File: config.mk
export PLATFORM = sky130hd
export DESIGN_NAME = modular_exponentiation
export DESIGN_NICKNAME = d
export VERILOG_FILES = /design/src/sv/modexp_pkg.sv /design/src/sv/modexp_rem.sv /design/src/sv/modexp_ctrl.sv /design/src/sv/modexp_dp.sv /design/src/sv/modular_exponentiation.sv
export SDC_FILE = /design/constraint.sdc
export NUM_CORES = 1
export LEC_CHECK = 0
export ABC_AREA = 1
export BUFFER_PORTS_ARGS = -buffer_cell sky130_fd_sc_hd__buf_2
export CORE_ASPECT_RATIO = 0.75
export CORE_UTILIZATION = 50
export DETAILED_ROUTE_END_ITERATION = 8
export HOLD_SLACK_MARGIN = 0.15
export PLACE_DENSITY = 0.68
export SLEW_MARGIN = 20
export SYNTH_ARGS = -nofsm -noshare
export SYNTH_HDL_FRONTEND = slang
export SYNTH_SLANG_ARGS = --single-unit
export TNS_END_PERCENT = 5
File: constraint.sdc
create_clock -name clock -period 12.6 [get_ports clock]
set_input_delay 2.52 -clock clock [delete_from_list [all_inputs] [get_ports clock]]
set_output_delay 2.52 -clock clock [all_outputs]
set_load 0.01 [all_outputs]
File: src/sv/modexp_pkg.sv
package modexp_pkg;

   localparam int MOD_WIDTH  = 16;
   localparam int EXP_WIDTH  = 32;
   localparam int PROD_WIDTH = 2 * MOD_WIDTH;

   typedef struct packed {
      logic [MOD_WIDTH-1:0] base;
      logic [EXP_WIDTH-1:0] exponent;
      logic [MOD_WIDTH-1:0] modulus;
   } req_type;

   typedef struct packed {
      logic [MOD_WIDTH-1:0] power_result;
      logic                 zero_modulus_error;
   } rsp_type;

   // Modular operation that the shared remainder unit works on
   typedef enum logic [1:0] {
      OP_REDUCE,
      OP_MULTIPLY,
      OP_SQUARE
   } op_type;

   typedef struct packed {
      logic   load;
      logic   form;
      logic   start;
      logic   commit;
      logic   emit;
      op_type op;
   } cmd_type;

   typedef struct packed {
      logic e_zero;
      logic e_lsb;
      logic e_last;
      logic m_small;
      logic rem_done;
      logic rem_busy;
   } sts_type;

endpackage

File: src/sv/modexp_rem.sv
module modexp_rem (
   input  logic                                   clock,
   input  logic                                   reset,
   input  logic                                   start,
   input  logic [modexp_pkg::PROD_WIDTH-1:0]      dividend,
   input  logic [modexp_pkg::MOD_WIDTH-1:0]       divisor,
   output logic                                   busy,
   output logic                                   done,
   output logic [modexp_pkg::MOD_WIDTH-1:0]       remainder
);

   localparam int MW    = modexp_pkg::MOD_WIDTH;
   localparam int PW    = modexp_pkg::PROD_WIDTH;
   localparam int CNT_W = $clog2(PW + 1);

   logic [PW-1:0]    div_ff, div_in;
   logic [MW-1:0]    rem_ff, rem_in;
   logic [CNT_W-1:0] cnt_ff, cnt_in;
   logic             busy_ff, busy_in;
   logic             done_ff, done_in;
   logic [MW:0]      trial;

   // One quotient bit per cycle, restoring form
   assign trial = {rem_ff, div_ff[PW-1]};

   always_comb begin
      div_in  = div_ff;
      rem_in  = rem_ff;
      cnt_in  = cnt_ff;
      busy_in = busy_ff;
      done_in = 1'b0;
      if (start) begin
         div_in  = dividend;
         rem_in  = '0;
         cnt_in  = CNT_W'(PW);
         busy_in = 1'b1;
      end else if (busy_ff) begin
         div_in = div_ff << 1;
         if (trial >= {1'b0, divisor}) begin
            rem_in = MW'(trial - {1'b0, divisor});
         end else begin
            rem_in = trial[MW-1:0];
         end
         cnt_in = cnt_ff - CNT_W'(1);
         if (cnt_ff == CNT_W'(1)) begin
            busy_in = 1'b0;
            done_in = 1'b1;
         end
      end
   end

   always_ff @(posedge clock) begin
      div_ff <= div_in;
      rem_ff <= rem_in;
      cnt_ff <= cnt_in;
      if (reset) begin
         busy_ff <= 1'b0;
         done_ff <= 1'b0;
      end else begin
         busy_ff <= busy_in;
         done_ff <= done_in;
      end
   end

   assign busy      = busy_ff;
   assign done      = done_ff;
   assign remainder = rem_ff;

   a_start_idle: assert property (@(posedge clock) disable iff (reset)
      start |-> !busy_ff)
      else $error("remainder unit restarted while busy");

   a_done_after_busy: assert property (@(posedge clock) disable iff (reset)
      done_ff |-> $past(busy_ff))
      else $error("remainder done without a running division");

endmodule

File: src/sv/modexp_ctrl.sv
module modexp_ctrl (
   input  logic                 clock,
   input  logic                 reset,
   input  logic                 req_valid,
   output logic                 req_stall,
   output logic                 rsp_valid,
   input  logic                 rsp_stall,
   input  modexp_pkg::sts_type  sts,
   output modexp_pkg::cmd_type  cmd
);

   typedef enum logic [2:0] {
      S_IDLE,
      S_SETUP,
      S_FORM,
      S_START,
      S_WAIT,
      S_CHECK,
      S_EMIT
   } state_type;

   state_type          state_ff, state_in;
   modexp_pkg::op_type op_ff, op_in;
   logic               rsp_valid_ff, rsp_valid_in;

   always_comb begin
      state_in     = state_ff;
      op_in        = op_ff;
      rsp_valid_in = rsp_valid_ff && rsp_stall;
      cmd          = '0;
      cmd.op       = op_ff;
      unique case (state_ff)
         S_IDLE: begin
            if (req_valid) begin
               cmd.load = 1'b1;
               state_in = S_SETUP;
            end
         end
         S_SETUP: begin
            if (sts.m_small) begin
               state_in = S_EMIT;
            end else begin
               op_in    = modexp_pkg::OP_REDUCE;
               state_in = S_FORM;
            end
         end
         S_FORM: begin
            cmd.form = 1'b1;
            state_in = S_START;
         end
         S_START: begin
            cmd.start = 1'b1;
            state_in  = S_WAIT;
         end
         S_WAIT: begin
            if (sts.rem_done) begin
               cmd.commit = 1'b1;
               unique case (op_ff)
                  modexp_pkg::OP_MULTIPLY: begin
                     if (sts.e_last) begin
                        state_in = S_EMIT;
                     end else begin
                        op_in    = modexp_pkg::OP_SQUARE;
                        state_in = S_FORM;
                     end
                  end
                  default: state_in = S_CHECK;
               endcase
            end
         end
         S_CHECK: begin
            if (sts.e_zero) begin
               state_in = S_EMIT;
            end else if (sts.e_lsb) begin
               op_in    = modexp_pkg::OP_MULTIPLY;
               state_in = S_FORM;
            end else begin
               op_in    = modexp_pkg::OP_SQUARE;
               state_in = S_FORM;
            end
         end
         S_EMIT: begin
            if (!rsp_valid_ff || !rsp_stall) begin
               cmd.emit     = 1'b1;
               rsp_valid_in = 1'b1;
               state_in     = S_IDLE;
            end
         end
         default: state_in = S_IDLE;
      endcase
   end

   always_ff @(posedge clock) begin
      if (reset) begin
         state_ff     <= S_IDLE;
         op_ff        <= modexp_pkg::OP_REDUCE;
         rsp_valid_ff <= 1'b0;
      end else begin
         state_ff     <= state_in;
         op_ff        <= op_in;
         rsp_valid_ff <= rsp_valid_in;
      end
   end

   assign req_stall = (state_ff != S_IDLE);
   assign rsp_valid = rsp_valid_ff;

   a_done_while_waiting: assert property (@(posedge clock) disable iff (reset)
      sts.rem_done |-> state_ff == S_WAIT)
      else $error("remainder result arrived outside the wait state");

   a_idle_unit_quiet: assert property (@(posedge clock) disable iff (reset)
      state_ff == S_IDLE |-> !sts.rem_busy)
      else $error("remainder unit busy while controller idle");

endmodule

File: src/sv/modexp_dp.sv
module modexp_dp (
   input  logic                 clock,
   input  logic                 reset,
   input  modexp_pkg::req_type  req_data,
   input  modexp_pkg::cmd_type  cmd,
   output modexp_pkg::sts_type  sts,
   output modexp_pkg::rsp_type  rsp_data
);

   localparam int MW = modexp_pkg::MOD_WIDTH;
   localparam int EW = modexp_pkg::EXP_WIDTH;
   localparam int PW = modexp_pkg::PROD_WIDTH;

   logic [MW-1:0]       b_ff, acc_ff, m_ff;
   logic [EW-1:0]       e_ff;
   logic [PW-1:0]       prod_ff, prod_in;
   modexp_pkg::rsp_type rsp_ff;
   logic                rem_busy, rem_done;
   logic [MW-1:0]       rem_value;
   logic                m_small;

   assign m_small = (m_ff[MW-1:1] == '0);

   always_comb begin
      case (cmd.op)
         modexp_pkg::OP_MULTIPLY: prod_in = PW'(acc_ff) * PW'(b_ff);
         modexp_pkg::OP_SQUARE:   prod_in = PW'(b_ff) * PW'(b_ff);
         default:                 prod_in = PW'(b_ff);
      endcase
   end

   always_ff @(posedge clock) begin
      if (cmd.load) begin
         b_ff   <= req_data.base;
         e_ff   <= req_data.exponent;
         m_ff   <= req_data.modulus;
         acc_ff <= MW'(1);
      end
      if (cmd.form) begin
         prod_ff <= prod_in;
      end
      if (cmd.commit) begin
         case (cmd.op)
            modexp_pkg::OP_MULTIPLY: acc_ff <= rem_value;
            modexp_pkg::OP_SQUARE: begin
               b_ff <= rem_value;
               e_ff <= e_ff >> 1;
            end
            default: b_ff <= rem_value;
         endcase
      end
      if (cmd.emit) begin
         rsp_ff.power_result       <= m_small ? '0 : acc_ff;
         rsp_ff.zero_modulus_error <= (m_ff == '0);
      end
   end

   modexp_rem u_rem (
      .clock     (clock),
      .reset     (reset),
      .start     (cmd.start),
      .dividend  (prod_ff),
      .divisor   (m_ff),
      .busy      (rem_busy),
      .done      (rem_done),
      .remainder (rem_value)
   );

   always_comb begin
      sts.e_zero   = (e_ff == '0);
      sts.e_lsb    = e_ff[0];
      sts.e_last   = ((e_ff >> 1) == '0);
      sts.m_small  = m_small;
      sts.rem_done = rem_done;
      sts.rem_busy = rem_busy;
   end

   assign rsp_data = rsp_ff;

endmodule

File: src/sv/modular_exponentiation.sv
// Modular exponentiation: each request carries a 16-bit base, a 32-bit exponent and a
// 16-bit modulus, and the block returns base^exponent mod modulus on the response
// channel, one response per request, in order. A zero modulus sets zero_modulus_error
// and returns 0; a modulus of one returns 0; an exponent of zero returns 1 otherwise.
// The block works on one request at a time: the request is taken only while the
// controller is idle, but a finished response waits in an output register, so a new
// request may be accepted while the previous response is still stalled. All modular
// work goes through one bit-serial remainder unit that retires one bit of the 32-bit
// product per cycle; each modular operation forms the product, divides it and writes
// the remainder back. A request runs one base reduction, then one square per exponent
// bit below the top set bit plus one multiply per set bit. A zero exponent runs the
// base reduction alone, and a zero or unit modulus skips the modular work entirely.
module modular_exponentiation (
   input  logic                 clock,
   input  logic                 reset,
   input  logic                 req_valid,
   output logic                 req_stall,
   input  modexp_pkg::req_type  req_data,
   output logic                 rsp_valid,
   input  logic                 rsp_stall,
   output modexp_pkg::rsp_type  rsp_data
);

   modexp_pkg::cmd_type cmd;
   modexp_pkg::sts_type sts;

   // Sequence the reduce / multiply / square steps
   modexp_ctrl u_ctrl (
      .clock     (clock),
      .reset     (reset),
      .req_valid (req_valid),
      .req_stall (req_stall),
      .rsp_valid (rsp_valid),
      .rsp_stall (rsp_stall),
      .sts       (sts),
      .cmd       (cmd)
   );

   // Hold operands, form products and reduce them
   modexp_dp u_dp (
      .clock    (clock),
      .reset    (reset),
      .req_data (req_data),
      .cmd      (cmd),
      .sts      (sts),
      .rsp_data (rsp_data)
   );

   // A flagged response always carries a zero result
   a_error_zero_result: assert property (@(posedge clock) disable iff (reset)
      rsp_valid && rsp_data.zero_modulus_error |-> rsp_data.power_result == '0)
      else $error("zero modulus response with nonzero result");

   // No new request while the controller is still working on one
   a_no_accept_while_busy: assert property (@(posedge clock) disable iff (reset)
      sts.rem_busy |-> req_stall)
      else $error("request channel open during a division");

endmodule

; Yosys cells after proc, flatten, opt, wreduce, memory -nomap -nowiden
; Index checks and enable logic that the tools add are counted.
[classes]
n_addsub = 2
n_mul = 2
n_lt_le_gt_ge = 1
n_eq_ne = 16
mux = 42
bitwise = 1
n_reduce_logical = 15
[op_table]
columns = cell, n
row1 = 32-bit 2-to-1 mux, 5
row2 = 16-bit 2-to-1 mux, 7
row3 = 32-bit logical NOT, 2
row4 = 16-bit by 16-bit multiplier with 32-bit output, 2
row5 = 32-bit case mux with 2 select lines, 1
row6 = 3-bit 2-to-1 mux, 7
row7 = 3-bit case mux with 7 select lines, 1
row8 = 17-bit by 16-bit >= comparator with 1-bit output, 1
row9 = 16-bit logical NOT, 1
row10 = 16-bit subtractor, 1
row11 = 15-bit logical NOT, 1
row12 = 1-bit 2-to-1 mux, 14
row13 = 2-bit 2-to-1 mux, 6
row14 = "2-bit inequality test, second input constant", 5
row15 = "3-bit == test, second input constant", 3
row16 = "3-bit by 2-bit == test with 1-bit output, second input constant", 2
row17 = "6-bit by 1-bit == test with 1-bit output, second input constant", 1
row18 = 2-bit case mux with 3 select lines, 1
row19 = 6-bit AND reduction, 1
row20 = 3-bit nonzero test, 2
row21 = "6-bit by 1-bit subtractor with 6-bit output, second input constant", 1
row22 = "2-bit by 1-bit inequality test with 1-bit output, second input constant", 2
row23 = "3-bit by 1-bit == test with 1-bit output, second input constant", 1
row24 = 3-bit logical NOT, 1
row25 = 9 further kinds, 10
[totals]
ff_bits = 191
input_bits = 68
output_inout_bits = 19
elab_cells = 94

; Longest topological paths before layout
; Gate-level depths: netlist (run 1).
[logic_depth]
word_depth = 5
mapped_depth = 29
ltp_nobuf = 27

; Modules after synthesis
; From an unflattened synthesis (run 1), not the netlist that was laid out.
[hier_totals]
cells_unflattened = 3624
area_unflattened_um2 = 26844.5
[modules_own_cells]
columns = mod, instances, cells_each, area_each_um2, seq_area_each_um2
row1 = modexp_dp, 1, 3051, 22674.2, 3233.1
row2 = modexp_rem, 1, 500, 3722.3, 1441.4
row3 = modexp_ctrl, 1, 73, 447.9, 120.1

; Least setup slack after synthesis (run 1)
; No wires, ideal clock.
[synth_timing]
path_type = reg-to-reg
start = register u_dp.b_ff[8]
end = register u_dp.prod_ff[12], data pin
arrival_ns = 5.233
required_ns = 12.333
path_slack_ns = 7.100
path_stages_with_launch = 25
path_buffers = 2
synth_period_minus_slack_ns = 5.500
cell_sequence = dfxtp_1 > clkbuf_1 > clkbuf_1 > nand2_1 > inv_1 > fa_1 > inv_1 > fa_1 > inv_1 > fa_1 > inv_1 > fa_1 > inv_1 > fa_1 > inv_1 > fa_1 > inv_1 > ha_1 > nand2_1 > inv_1 > a21oi_1 > nand3_1 > or2_2 > nand3_1 > a31oi_1
[synth_between]
elab_chain_len = 2
word_cells_on_any_way = 3
[synth_rtl]
columns = element, line_no
row1 = start: declaration, modexp_dp.sv:14  ; logic [MW-1:0] b_ff, acc_ff, m_ff;
row2 = start signal: assignment, modexp_dp.sv:34  ; b_ff <= req_data.base;
row3 = start signal: assignment, modexp_dp.sv:46  ; b_ff <= rem_value;
row4 = start signal: assignment, modexp_dp.sv:49  ; default: b_ff <= rem_value;
row5 = "16-bit by 16-bit multiplier with 32-bit output, on equally long branches", "modexp_dp.sv:27, modexp_dp.sv:26"
row6 = 32-bit case mux with 2 select lines *, modexp_dp.sv:25  ; case (cmd.op)
row7 = net u_dp.prod_in[12], modexp_dp.sv:16  ; logic [PW-1:0] prod_ff, prod_in;
row8 = end signal: assignment, modexp_dp.sv:40  ; prod_ff <= prod_in;
row9 = end: declaration, modexp_dp.sv:16
; The timed path passes the listed nets; every way through them passes the cells marked *.
; A chain may end at the register's enable or synchronous reset.

; Worst setup path after layout (run 1)
[layout_timing]
start = register u_dp.acc_ff[10]
end = register u_dp.prod_ff[12], data pin
[layout_between]
elab_chain_len = 2
[layout_rtl]
columns = element, line_no
row1 = start: declaration, modexp_dp.sv:14
row2 = start signal: assignment, modexp_dp.sv:44  ; modexp_pkg::OP_MULTIPLY: acc_ff <= rem_value;
row3 = 16-bit by 16-bit multiplier with 32-bit output, modexp_dp.sv:26  ; modexp_pkg::OP_MULTIPLY: prod_in = PW'(acc_ff) * PW'(b_ff);
row4 = 32-bit case mux with 2 select lines, modexp_dp.sv:25
row5 = net u_dp.prod_in[12], modexp_dp.sv:16
; The timed path passes the listed nets, and every way through them passes these cells.

==> results of run 1 <==
-- how the worst max path moves through the flow --
| stage | startpoint | endpoint | slack (ns) | cells past startpoint |
|---|---|---|---|---|
| finish | u_dp.acc_ff[10] | u_dp.prod_ff[12] | 6.29 | 18 |
| global route | u_dp.b_ff[2] | u_dp.prod_ff[12] | 5.95 | 19 |
| CTS | u_dp.b_ff[2] | u_dp.prod_ff[28] | 6.37 | 20 |
| detailed placement | u_dp.b_ff[2] | u_dp.prod_ff[28] | 6.41 | 20 |
| global placement | u_dp.acc_ff[10] | u_dp.prod_ff[28] | 6.40 | 19 |
| floorplan | u_dp.b_ff[8] | u_dp.prod_ff[12] | 7.10 | 24 |
-- through the flow --
stage | utilization, % | worst slack (ns) | std cells | cell area (um^2)
after floorplan | - | 7.100 | 3543 | 26370
after global placement | 52.69 | 6.403 | 4215 | 27290
after detailed placement | 52.69 | 6.408 | 4215 | 27290
after CTS | 53.89 | 6.373 | 4247 | 27910
after global routing | 53.90 | 5.946 | 4247 | 27920
final | 53.90 | 6.293 | 4247 | 27920
-- metal layers --
metal	track usage, %	vias up	part of all wire, %
li1	-	10496	-
met2	38.38	762	41
met5	0	-	0
met4	3.612	0	0.80
met1	43.61	10276	49
met3	5.177	30	9.6
-- area by class of cell --
cell class / count / area, um^2 / area share (%)
Tap cell: 703 / 879.6 / 3.150
Sequential cell: 191 / 4795 / 17.17
Inverter: 927 / 3480 / 12.46
Clock buffer: 17 / 425.4 / 1.524
Timing Repair Buffer: 113 / 633.1 / 2.267
Clock inverter: 15 / 193.9 / 0.6946
Multi-Input combinational cell: 2281 / 17520 / 62.73
-- state kept, by name, indices dropped and copies added, names as in the netlist --
register              flops
u_dp.u_rem.done           1
u_dp.rsp_data            17
u_dp.m_ff                16
u_ctrl.state_ff           3
u_dp.acc_ff              16
u_dp.u_rem.busy           1
u_dp.b_ff                16
u_dp.u_rem.div_ff        32
u_ctrl.rsp_valid          1
u_ctrl.op_ff              2
u_dp.prod_ff             32
u_dp.e_ff                32
u_dp.u_rem.remainder     16
u_dp.u_rem.cnt_ff         6
-- logic make-up after synthesis --
kind of cell | after synthesis
AOI/OAI and AO/OA | 283
DFF | 191
xor gates and xnor gates | 24
and+or+nand+nor | 1394
buffers and inverters | 1071
adders and majority gates | 580
-- placed cells by master (no fill, tap or decap), drive strengths merged, types with 17 or more instances in the layout --
cell,n
edfxtp,97
buf,113
fa,357
ha,223
o22ai,23
nand4,20
nand2,982
clkbuf,17
o21ai,123
nor3,17
dfxtp,94
nor2,190
a21oi,103
nand3,161
inv,932
-- worst max-delay path: stages (launching register included) --
cell      delay, ns
dfxtp_1        0.87
nand2_1        0.18
fa_1           0.54
fa_1           0.59
fa_1           0.45
fa_1           0.57
inv_1          0.05
fa_1           0.48
inv_1          0.05
fa_1           0.47
inv_1          0.04
ha_1           0.32
nand2_1        0.14
inv_1          0.05
nand2_1        0.06
nand2_1        0.08
nand3b_1       0.28
o21ai_0        0.57
a31oi_1        0.22
==> results.py, run 1 <==
metrics = {
    "grt": {
        "grt_overflow": 0,
        "first_global_vias": 21011,
        "grt_use_total_pct": 27.23,
        "antenna_found_initial": 0,
        "grt_max_degree": 56,
        "grt_pass1_wl_um": 114100,
    },
    "clock_tree": {
        "clockRootBuffer": "clkbuf_16",
        "clock_latency_ns": 0.47,
        "hold_buffers": 0,
        "ctsLongestPathBuffers": 2,
        "ctsResizeCount": 0,
        "cts_setup_buffers": 0,
        "cts_sinks": 191,
        "clkTransAtPathRegs_ns": 0.08,
        "numCtsBuffers": 17,
        "cts_tree": "yes",
        "htree_levels": 4,
    },
    "synth": {
        "netlist_area_mm2": 0.02637,
        "synth_ff_type": "edfxtp_1",
        "yosysSeqAreaShare_pct": 18.18,
        "ys.warnings.count": 0,
        "synthSimpleGateAreaFrac_pct": 22.03,
        "async_flop_share_pct": 0,
        "yosysTopAreaCellShare_pct": 27.10,
        "synthMuxAreaShare_pct": 0,
        "synth_area_leaders": "fa_1, nand2_1, inv_1",
        "synth_top_family_by_area": "adder cells",
        "synth_compound_area_share_pct": 5.826,
        "syn_area_per_cell_um2": 7.444,
        "synth-xor-area-share_pct": 0.7970,
        "synth_seq_cells": 191,
        "netlist_top_cells_count": "nand2_1, inv_1, fa_1",
        "synth-edff-count": 97,
        "synth_cell_types": 45,
        "synth_most_common_cell": "nand2_1",
        "syn_inst": 3543,
        "synth_nets": 4191,
        "synth_adder_area_share_pct": 37.68,
        "yosys.area.top_type": "fa_1",
    },
    "final_layout": {
        "nets": 4179,
        "syn2layout_area_growth_pct": 5.868,
        "antenna_cells": 0,
        "drive_gt1_share_pct": 6.095,
        "nFillCells": 5012,
    },
    "routing": {
        "vias": 21564,
        "drc": 0,
        "vias_per_cell": 5.077,
        "antenna_left": 0,
        "drtIter0Drc": 1919,
        "wl_um": 69650,
        "dr.pass1.iters": 6,
        "routedWlPerCell_um": 16.40,
    },
    "die": {
        "start_util_pct": 50.92,
        "pin_count": 87,
        "std_cell_rows": 72,
        "dieArea_mm2": 0.05368,
        "die_h_um": 200.9,
        "core_mm2": 0.05180,
        "die_w_um": 267.2,
    },
    "setup_path": {
        "end_kind": "flip-flop",
        "reg2reg_slack_ns": 6.29,
        "reg2reg_from": "u_dp.acc_ff[10]",
        "rr_worst_depth": 18,
        "rr_endpoint": "u_dp.prod_ff[12]",
        "start_kind": "flip-flop",
        "cp_max_fo": 18,
        "cp.required_ns": 12.77,
        "arrival_ns": 6.47,
        "path_class": "flip-flop to flip-flop",
    },
    "worst_hold_path": {
        "hold_path_depth": 2,
        "worstHoldStart": "u_dp.e_ff[6]",
        "hp-class": "flip-flop to flip-flop",
        "hold_path_end": "u_dp.e_ff[5]",
    },
    "timing": {
        "finalSetupTns_ns": 0,
        "worst_pin_slew_ns": 1.261,
        "finalHoldViolations": 0,
        "setup_viol": 0,
        "grt_setup_unrepaired": "false",
        "min_period_ns": 6.307,
        "finalCritPeriodShare_pct": 50.06,
        "hold_slack_ns": 0.4722,
        "skew_ns": 0.02355,
        "fmax_mhz": 158.5,
        "slew_violations": 0,
        "maxSlewHeadroom_pct": 15.60,
    },
    "placement": {
        "globalplace.congestion": 0.9652,
        "place_hpwl_um": 55310,
        "portBuffers": 86,
    },
    "run_status": {
        "outcome": "finished, final reports clean",
    },
    "job": {
        "drv_cap": 0,
    },
}
Power of run 1 is left out: the tool's default activity adds up to more than one toggle a clock period on the data nets, which glitch-free logic cannot reach.
==> run 2, diff against run 1 <==
--- a/config.mk
+++ b/config.mk
@@ -5,13 +5,13 @@
 export SDC_FILE = /design/constraint.sdc
 export NUM_CORES = 1
 export LEC_CHECK = 0
-export ABC_AREA = 1
+export ABC_AREA = 0
 export BUFFER_PORTS_ARGS = -buffer_cell sky130_fd_sc_hd__buf_2
 export CORE_ASPECT_RATIO = 0.75
 export CORE_UTILIZATION = 50
 export DETAILED_ROUTE_END_ITERATION = 8
 export HOLD_SLACK_MARGIN = 0.15
-export PLACE_DENSITY = 0.68
+export PLACE_DENSITY = 0.69
 export SLEW_MARGIN = 20
 export SYNTH_ARGS = -nofsm -noshare
 export SYNTH_HDL_FRONTEND = slang
==> constraint.sdc (replaced) <==
create_clock -name clock -period 6.5 [get_ports clock]
set_input_delay 1.3 -clock clock [delete_from_list [all_inputs] [get_ports clock]]
set_output_delay 1.3 -clock clock [all_outputs]
set_load 0.01 [all_outputs]
==> results.py, run 2 <==
metrics = {
    "run_status": {
        "outcome": "finished, final reports clean",
    },
    "timing": {
        "hold_slack_ns": 0.4862,
        "slew_violations": 0,
        "maxSlewHeadroom_pct": 27.22,
        "setup_viol": 0,
        "fmax_mhz": 157.4,
        "min_period_ns": 6.354,
        "finalCritPeriodShare_pct": 97.75,
        "grt_setup_unrepaired": "true",
        "worst_pin_slew_ns": 1.092,
        "finalHoldViolations": 0,
        "skew_ns": 0.01693,
    },
    "die": {
        "dieArea_mm2": 0.04955,
        "start_util_pct": 51.05,
        "pin_count": 87,
        "core_mm2": 0.04766,
        "die_h_um": 193.0,
        "die_w_um": 256.7,
        "std_cell_rows": 69,
    },
    "grt": {
        "first_global_vias": 19673,
        "grt_max_degree": 77,
        "antenna_found_initial": 1,
        "grt_pass1_wl_um": 107000,
        "grt_use_total_pct": 27.65,
        "grt_overflow": 0,
    },
    "final_layout": {
        "nFillCells": 4252,
        "top_regs": "u_dp.e_ff (32), u_dp.prod_ff (32), u_dp.u_rem.div_ff (32)",
        "finish.utilization_pct": 55.92,
        "syn2layout_area_growth_pct": 9.551,
        "drive_gt1_share_pct": 9.807,
        "antenna_cells": 0,
        "final_cell_mix": "inv_1, nand2_1, fa_1",
        "multi_input_area_mm2": 0.01721,
        "regArea_mm2": 0.004820,
        "final_common_cell": "inv_1",
        "final_area_mm2": 0.02665,
        "nets": 3429,
    },
    "setup_path": {
        "cp.buffers_inverters": 7,
        "end_kind": "flip-flop",
        "crit_family": "adder cells",
        "arrival_ns": 6.56,
        "start_kind": "flip-flop",
        "cpPeakStageDelay_ns": 0.55,
        "cp_slowest_cell": "fa_1",
        "cp.required_ns": 6.71,
        "cp_max_fo": 15,
        "path_class": "flip-flop to flip-flop",
        "crit_path_cell_trace": "buf_4 > and2_1 > fa_1 > inv_1 > fa_1 > inv_1 > fa_1 > inv_1 > fa_1 > inv_1 > fa_1 > inv_1 > fa_1 > inv_1 > ha_2 > nand2_1 > o211ai_1 > a211oi_2 > nor2_1 > a21o_1 > a211o_1 > a32o_1",
    },
    "synth": {
        "yosys.area.top_type": "fa_1",
        "netlist_top_cells_count": "inv_1, nand2_1, fa_1",
        "synth-edff-count": 97,
        "yosysTopAreaCellShare_pct": 29.38,
        "async_flop_share_pct": 0,
        "synth_ff_type": "edfxtp_1",
        "netlist_area_mm2": 0.02433,
        "syn_inst": 2706,
        "syn_area_per_cell_um2": 8.990,
        "synth_nets": 3354,
        "synth_cell_types": 69,
        "synth_area_leaders": "fa_1, edfxtp_1, ha_1",
        "synth_most_common_cell": "inv_1",
        "ys.warnings.count": 0,
        "synth_seq_cells": 191,
        "yosysSeqAreaShare_pct": 19.71,
    },
    "routing": {
        "drtIter0Drc": 1792,
        "drc": 0,
        "dr.pass1.iters": 8,
        "vias_per_cell": 5.586,
        "routedWlPerCell_um": 19.06,
        "wl_um": 65440,
        "vias": 19178,
        "antenna_left": 0,
    },
    "clock_tree": {
        "htree_levels": 4,
        "cts_tree": "yes",
        "clkTransAtPathRegs_ns": 0.08,
        "numCtsBuffers": 17,
        "ctsLongestPathBuffers": 2,
        "cts_sinks": 191,
        "clock_latency_ns": 0.46,
        "clockRootBuffer": "clkbuf_16",
    },
    "placement": {
        "post_dp_cell_area_mm2": 0.02587,
        "portBuffers": 86,
        "place_hpwl_um": 52050,
        "globalplace.congestion": 0.9538,
    },
    "job": {
        "drv_cap": 0,
    },
    "worst_hold_path": {
        "hp-class": "flip-flop to flip-flop",
    },
}
==> run 2: path summary, 6_finish.rpt <==
kind                         from  depth (start not counted)                       end  slack, ns
setup / recovery     u_dp.b_ff[2]                         22          u_dp.prod_ff[17]       0.15
hold / removal    u_dp.u_rem.busy                          1  u_dp.u_rem.remainder[12]       0.49
setup reg to reg     u_dp.b_ff[2]                         22          u_dp.prod_ff[17]       0.15
hold reg to reg   u_dp.u_rem.busy                          1  u_dp.u_rem.remainder[12]       0.49
==> run 2: area by class of cell <==
class                   count  area share (%)
repair buffers            181           4.709
clock inverters            15          0.6995
clock buffers              17           1.596
well taps                 639           3.000
inverters                 519           7.324
flip-flops and latches    191           18.08
multi-input cells        1871           64.59
==> run 2: worst register-to-register path, stage by stage, from the launching register on <==
cell	delay, ns
dfxtp_4	0.40
buf_4	0.22
and2_1	0.22
fa_1	0.50
inv_1	0.05
fa_1	0.53
inv_1	0.06
fa_1	0.50
inv_1	0.06
fa_1	0.55
inv_1	0.06
fa_1	0.50
inv_1	0.06
fa_1	0.48
inv_1	0.04
ha_2	0.30
nand2_1	0.11
o211ai_1	0.13
a211oi_2	0.44
nor2_1	0.14
a21o_1	0.20
a211o_1	0.29
a32o_1	0.25
==> run 2: kinds of logic (layout without fill, tap and decap cells) <==
family / after synthesis / after routing / synth area share, %
mux: 55 / 55 / 2.289
fa+ha+maj: 580 / 580 / 40.85
compound gates: 368 / 368 / 9.592
xor+xnor: 70 / 70 / 2.520
simple gates: 798 / 798 / 15.06
flops: 191 / 191 / 19.71
buf+inv: 644 / 732 / 9.978
==> run 2: per-stage QoR <==
stage / setup TNS (ns) / std cells / setup WS, ns
final: 0 / 3433 / 0.1462
after floorplan: 0 / 2706 / 0.2542
after CTS: 0 / 3431 / 0.04649
after detailed placement: -0.2195 / 3399 / -0.1730
after global routing: -0.06037 / 3433 / -0.02857
after global placement: -0.02409 / 3399 / -0.02409
==> run 2: repair_timing <==
| action | CTS | global route |
|---|---|---|
| hold buffers | 0 | 0 |
| resized for setup | 4 | 40 |
| pin swaps | 0 | 6 |
| setup buffers | 0 | 1 |
| cloned | 0 | 1 |
| setup endpoints to repair | 6 | 13 |
==> run 2: per-layer routing <==
| metal | track usage (%) | part of all wire [%] |
|---|---|---|
| met4 | 6.891 | 2.2 |
| met5 | 0 | 0 |
| met2 | 43.16 | 44 |
| met3 | 4.562 | 8.6 |
| met1 | 40.19 | 45 |
Power of run 2 is left out for the same reason.
==> run 3, diff against run 2 <==
--- a/config.mk
+++ b/config.mk
@@ -5,13 +5,13 @@
 export SDC_FILE = /design/constraint.sdc
 export NUM_CORES = 1
 export LEC_CHECK = 0
-export ABC_AREA = 0
+export ABC_AREA = 1
 export BUFFER_PORTS_ARGS = -buffer_cell sky130_fd_sc_hd__buf_2
 export CORE_ASPECT_RATIO = 0.75
 export CORE_UTILIZATION = 50
 export DETAILED_ROUTE_END_ITERATION = 8
 export HOLD_SLACK_MARGIN = 0.15
-export PLACE_DENSITY = 0.69
+export PLACE_DENSITY = 0.68
 export SLEW_MARGIN = 20
 export SYNTH_ARGS = -nofsm -noshare
 export SYNTH_HDL_FRONTEND = slang
==> results.py, run 3 (same netlist as run 1, synthesis figures left out) <==
metrics = {
    "clock_tree": {
        "numCtsBuffers": 17,
        "ctsLongestPathBuffers": 2,
        "clock_latency_ns": 0.47,
        "cts_tree": "yes",
        "clockRootBuffer": "clkbuf_16",
        "htree_levels": 4,
        "cts_sinks": 191,
        "clkTransAtPathRegs_ns": 0.09,
    },
    "timing": {
        "finalSetupTns_ns": 0,
        "slew_violations": 0,
        "grt_setup_unrepaired": "false",
        "skew_ns": 0.01878,
        "min_period_ns": 6.095,
        "fmax_mhz": 164.1,
        "setup_viol": 0,
        "worst_pin_slew_ns": 1.035,
        "finalCritPeriodShare_pct": 93.77,
        "finalHoldViolations": 0,
        "maxSlewHeadroom_pct": 30.94,
    },
    "setup_path": {
        "path_class": "flip-flop to flip-flop",
        "start_kind": "flip-flop",
        "end_kind": "flip-flop",
        "cp_max_fo": 8,
        "rr_endpoint": "u_dp.prod_ff[14]",
        "reg2reg_from": "u_dp.acc_ff[6]",
        "cp.required_ns": 6.71,
        "arrival_ns": 6.31,
        "reg2reg_slack_ns": 0.41,
        "rr_worst_depth": 22,
    },
    "routing": {
        "routedWlPerCell_um": 16.68,
        "antenna_left": 0,
        "drc": 0,
        "drtIter0Drc": 2113,
        "wl_um": 71560,
        "vias": 22115,
        "vias_per_cell": 5.154,
        "dr.pass1.iters": 6,
    },
    "grt": {
        "grtUsageMet1_pct": 41.96,
        "use_met3_pct": 8.587,
        "busiest_layer": "met1",
        "grt_use_total_pct": 28.00,
        "antenna_found_initial": 3,
        "grt_use_met2_pct": 39.15,
        "first_global_vias": 21254,
        "grt_pass1_wl_um": 116200,
        "grt_max_degree": 56,
        "grt_overflow": 0,
    },
    "die": {
        "die_w_um": 267.2,
        "std_cell_rows": 72,
        "die_h_um": 200.9,
        "dieArea_mm2": 0.05368,
        "core_mm2": 0.05180,
        "pin_count": 87,
        "start_util_pct": 50.92,
    },
    "final_layout": {
        "top_regs": "u_dp.e_ff (32), u_dp.prod_ff (32), u_dp.u_rem.div_ff (32)",
        "nets": 4220,
        "final_cell_mix": "nand2_1, inv_1, fa_1",
        "final_common_cell": "nand2_1",
        "syn2layout_area_growth_pct": 7.481,
        "nFillCells": 4908,
        "drive_gt1_share_pct": 7.308,
    },
    "job": {
        "drv_cap": 0,
    },
    "worst_hold_path": {
        "worstHoldStart": "u_dp.e_ff[4]",
        "hold_path_depth": 2,
        "hp-class": "flip-flop to flip-flop",
        "hold_path_end": "u_dp.e_ff[3]",
    },
    "placement": {
        "portBuffers": 86,
        "globalplace.congestion": 0.9611,
        "place_hpwl_um": 57840,
    },
    "run_status": {
        "outcome": "finished, final reports clean",
    },
}
[run 3: worst max-delay path by stage]
stage	from	endpoint	cells past startpoint
2_1_floorplan	u_dp.b_ff[8]	u_dp.prod_ff[12]	24
3_3_place_gp	u_dp.acc_ff[9]	u_dp.prod_ff[20]	19
3_5_place_dp	u_dp.b_ff[11]	u_dp.prod_ff[30]	21
4_1_cts	u_dp.b_ff[11]	u_dp.prod_ff[30]	21
5_1_grt	u_dp.acc_ff[6]	u_dp.prod_ff[20]	22
6_report	u_dp.acc_ff[6]	u_dp.prod_ff[14]	22
[run 3: metal layers]
layer,vias to the layer above,share of wire [%]
met5,-,0
li1,10582,-
met2,922,41
met4,0,2.0
met1,10536,46
met3,75,12
[run 3: timing repair]
item / CTS / global route
hold buffers: 0 / 0
endpoints found under the hold margin: 0 / 0
endpoints found under the setup margin: 0 / 3
resized for setup: 0 / 3
buffers inserted: 0 / 0
[run 3: cell type report]
class                           instances  area [um^2]  area share [%]
Clock inverter                         15        177.7          0.6268
Tap cell                              703        879.6           3.103
Multi-Input combinational cell       2281        17530           61.82
Sequential cell                       191         4798           16.93
Inverter                              927         3480           12.27
Clock buffer                           17        425.4           1.501
Antenna cell                            3        7.507         0.02648
Timing Repair Buffer                  154         1054           3.716
[run 3: critical path, cell delays in order, from the launching register on]
cell and delay [ns]:
dfxtp_1 0.53, buf_4 0.26, nand2_1 0.08, inv_1 0.08, fa_1 0.41, inv_1 0.07, fa_1 0.43, fa_1 0.50
fa_1 0.57, inv_1 0.06, fa_1 0.49, inv_1 0.05, fa_1 0.48, inv_1 0.05, ha_1 0.34, nand2_1 0.10
nand2_1 0.08, a21oi_1 0.23, nand3_1 0.23, o21ai_0 0.54, nand2_1 0.10, nand2_1 0.07, o21ai_0 0.09
[run 3: through the flow]
stage	util [%]	cells	cell area (um^2)	hold WS (ns)	setup slack (ns)
3_5_place_dp	53.50	4256	27720	0.4601	0.3504
6_report	54.72	4291	28350	0.4748	0.4052
4_1_cts	54.67	4288	28320	0.4768	0.3465
3_3_place_gp	53.50	4256	27720	0.4632	0.4173
5_1_grt	54.72	4290	28340	0.4958	0.07240
2_1_floorplan	-	3543	26370	0.4430	1.000
Power of run 3 is left out for the same reason.
